File: config.mk
export PLATFORM = sky130hd
export DESIGN_NAME = cs4d_fifo
export DESIGN_NICKNAME = d
export VERILOG_FILES = /design/src/design/cs4d_fifo.sv
export SDC_FILE = /design/constraint.sdc
export NUM_CORES = 1
export LEC_CHECK = 0
export BUFFER_PORTS_ARGS = -buffer_cell sky130_fd_sc_hd__buf_2
export CORE_MARGIN = 10
export CORE_UTILIZATION = 35
export CTS_CLUSTER_SIZE = 14
export DETAILED_ROUTE_END_ITERATION = 6
export GPL_TIMING_DRIVEN = 0
export PLACE_DENSITY_LB_ADDON = 0.12
export REMOVE_ABC_BUFFERS = 1
export SLEW_MARGIN = 5
export SYNTH_ARGS = -nofsm -noshare
export SYNTH_HDL_FRONTEND = slang
export SYNTH_SLANG_ARGS = --single-unit
File: constraint.sdc
create_clock -name clk -period 1.4 [get_ports clk]
set_input_delay 0.42 -clock clk [delete_from_list [all_inputs] [get_ports clk]]
set_output_delay 0.42 -clock clk [all_outputs]
set_load 0.005 [all_outputs]
File: src/design/cs4d_fifo.sv
// ------------------------------------------------------------------------
// cs4d_fifo
// Two-entry queue, push/full and pop/empty.
// ------------------------------------------------------------------------
module cs4d_fifo #(
	parameter int W = 8
) (
	input  logic         clk,
	input  logic         arst_n,
	input  logic         push,
	input  logic [W-1:0] din,
	output logic         full,
	input  logic         pop,
	output logic [W-1:0] dout,
	output logic         empty
);
	logic [W-1:0] mem [2];
	logic         wr_ptr_q;
	logic         rd_ptr_q;
	logic [1:0]   cnt_q;
	logic         do_push;
	logic         do_pop;

	assign full    = (cnt_q == 2'd2);
	assign empty   = (cnt_q == 2'd0);
	assign do_push = push && !full;
	assign do_pop  = pop && !empty;
	assign dout    = mem[rd_ptr_q];

	always_ff @(posedge clk or negedge arst_n) begin
		if (!arst_n) begin
			wr_ptr_q <= 1'b0;
			rd_ptr_q <= 1'b0;
			cnt_q    <= 2'd0;
		end else begin
			if (do_push) wr_ptr_q <= ~wr_ptr_q;
			if (do_pop)  rd_ptr_q <= ~rd_ptr_q;
			if (do_push && !do_pop) cnt_q <= cnt_q + 2'd1;
			else if (do_pop && !do_push) cnt_q <= cnt_q - 2'd1;
		end
	end

	always_ff @(posedge clk) begin
		if (do_push) mem[wr_ptr_q] <= din;
	end
endmodule

==> run metrics <==
grt total ovfl=0; violated checks=negative setup slack; sequential cell area=583 um2; final count of hold timing violations=0; Clk pwr share=11.0%; worst hold margin=0.311 ns; Distinct cells, synth=15; area leader, netlist=edfxtp_1; Synth-to-Final Area Change=48.3%; worst-skew pair later-pin latency=0.29 ns; # fillers=188; port bufs=21; Mean Syn Cell Area=17.8 um2; Int Power=1680 uW; residual DRC count=0; Worst Path Required=0.98 ns; crit-path cells=buf_6 -> mux2_4 -> buf_6; TritonRoute pass-1 iters=4; Wirelength per Cell=14.2 um; number of global-route vias before repair=509; io pins=22; CTS buffer count=3; Hold Crit Endpoint=mem[1][7]; FF-to-FF Start=cnt_q[0]; clk sinks=20; FF+latch count, synth=20; largest family of logic cells by synthesized area=multiplexers; Finished Core Util=53.5%; Initial Util=36.0%; DR vias=465; RSZ-0062 raised after global routing=true; detailed-placement wirelength estimate=969 um; post-route ant nets=0; TritonCTS clock tree=done; # rows=17; sequential share of power=40.3%; worst path arrival time=1.30 ns; Mapped Area=782 um2; initial antenna violation count=0; FFs w/ async S/R, synth=20.0%; Core Box Area=0.00217 mm2; Post-synth EDFFs=16; Die Wd=67.3 um; die footprint=0.00453 mm2; yosys warns=0; setup TNS=-2.55 ns; Min-Delay Path Class=input port to flip-flop; Iteration-0 DRC Markers=3; R2R depth=6; power per cell area=2060 mW/mm2; CTS Root Cell=clkbuf_4; Worst-path clk slew=0.10 ns; Fmax achieved=0.583 GHz; peak supply drop=1260 uV; critical path endpoint category=output pin; Synth Area in Compound Gates=0.640%; CP max stage delay=0.45 ns; post-synthesis simple-gate area fraction=3.84%; Synth Area in XOR/XNOR=6.56%; reg-to-reg endpoint=cnt_q[1]; synth cell count leaders=edfxtp_1, mux2_1, dfrtp_1; adder-cell share of the synthesized area=1.60%; mux share of post-synthesis cell area=11.5%; Synth Flop Type=edfxtp_1; Final setup viols=10; max-cap violation count=0; final net count=91; synth top area cells=edfxtp_1, dfrtp_1, mux2_1; register area share after synthesis=74.2%; worst hold stages=1; Final Cycle Share=123%; CP max-delay cell=dfrtp_2; routability cong.=0.618; max_slew headroom=82.0%; Critical Path Source Type=flip-flop; CP Class=flip-flop to output pin; fin. max-slew vios=0; via/cell ratio=4.43; global-route wire length before repair=2.35 mm; most frequent cell after synthesis=edfxtp_1; H-tree levels=1; combinational share of power=48.7%; share of cells above drive strength 1=66.2%; clock buffer depth=2; Synth top area share=61.4%; CP max FO=4; n_diodes=0; Total GRT Usage=7.03%; Die Y=67.3 um; Net Sw Power=709 uW; area of the multi-input gates=262 um2; status=finished, violations left; most used cell, CP=buf_6; Final min period=1.72 ns; reg2reg setup slack=0.01 ns; clk_skew=0.00346 ns; Sw Share=29.7%; Syn Inst Count=44; Leak Pwr=0.000496 uW; Final WS setup=-0.316 ns; routed wire length=1.49 mm; Slew @ Worst Pin=0.269 ns; worst hold start=din[7]; largest net degree at the start of global routing=12
## power by group through the flow
stage / clock network [uW] / registers, uW / logic [uW]
finish: 263 / 963 / 1160
global route: 306 / 979 / 1250
global placement: 0 / 974 / 570
detailed placement: 0 / 978 / 568
CTS: 276 / 942 / 1060
floorplan: 0 / 942 / 368
## cells in the final DEF (no fill, tap or decap), types with 2 or more instances in the layout
cell,count
nor2_4,2
xnor2_1,2
dfrtp_1,2
edfxtp_1,16
buf_2,12
buf_4,4
clkbuf_4,3
mux2_4,8
xor2_1,2
dfrtp_2,2
buf_6,13
## worst max-delay path: cells and delay by family, from the launching register on
family                 cells  cell delay [ns]
flip-flops                 1             0.45
buffers and inverters      2             0.26
multiplexers               1             0.30
## how the worst max path moves through the flow
| stage | from | endpoint | depth (start not counted) |
|---|---|---|---|
| 3_3_place_gp | cnt_q[0] | mem[0][2] | 3 |
| 5_1_grt | rd_ptr_q | dout[5] | 3 |
| 4_1_cts | rd_ptr_q | dout[7] | 3 |
| 6_report | rd_ptr_q | dout[7] | 3 |
| 2_1_floorplan | cnt_q[0] | mem[0][0] | 3 |
| 3_5_place_dp | cnt_q[0] | mem[0][2] | 3 |
## logic make-up after synthesis
kind of cell             after synthesis
buffers and inverters                  3
AND/OR/NAND/NOR                        6
XOR/XNOR                               5
flip-flops                            20
AO/OA/AOI/OAI                          1
adder cells (fa/ha/maj)                1
multiplexers                           8
## area by class of cell
class                      instances  share of cell area, %
timing repair buffer              30                   21.3
tap                               28                   3.02
clock buffer                       3                   1.94
multi-input combinational         21                   22.5
inverter                           2                  0.647
sequential                        20                   50.3
clock inverter                     1                  0.324
## metrics by stage
step | area, um2 | power [uW] | setup WS (ns) | std cells
after floorplan | 777 | 1310 | 0.00785 | 43
after global placement | 917 | 1540 | -0.279 | 92
after detailed placement | 917 | 1550 | -0.229 | 92
after CTS | 1110 | 2280 | -0.310 | 104
after global routing | 1160 | 2540 | -0.360 | 105
final | 1160 | 2390 | -0.316 | 105
## per-layer routing
metal | vias to the layer above | track usage (%) | part of all wire, %
met5 | - | 0 | 0
li1 | 222 | - | -
met2 | 12 | 11.3 | 50
met4 | 0 | 3.08 | 0.81
met1 | 229 | 7.96 | 44
met3 | 2 | 3.14 | 5.0
## sequential cells by signal, indices dropped and copies added (netlist names)
signal	count
wr_ptr_q	1
rd_ptr_q	1
mem	16
cnt_q	2
## repair_timing
item,4_1_cts,5_1_grt
setup endpoints to repair,26,19
hold buffers,1,0
buffers inserted,7,1
pin swaps,2,4
endpoints found under the hold margin,4,0
resized for setup,25,10
Power figures use the tool's default switching activity.
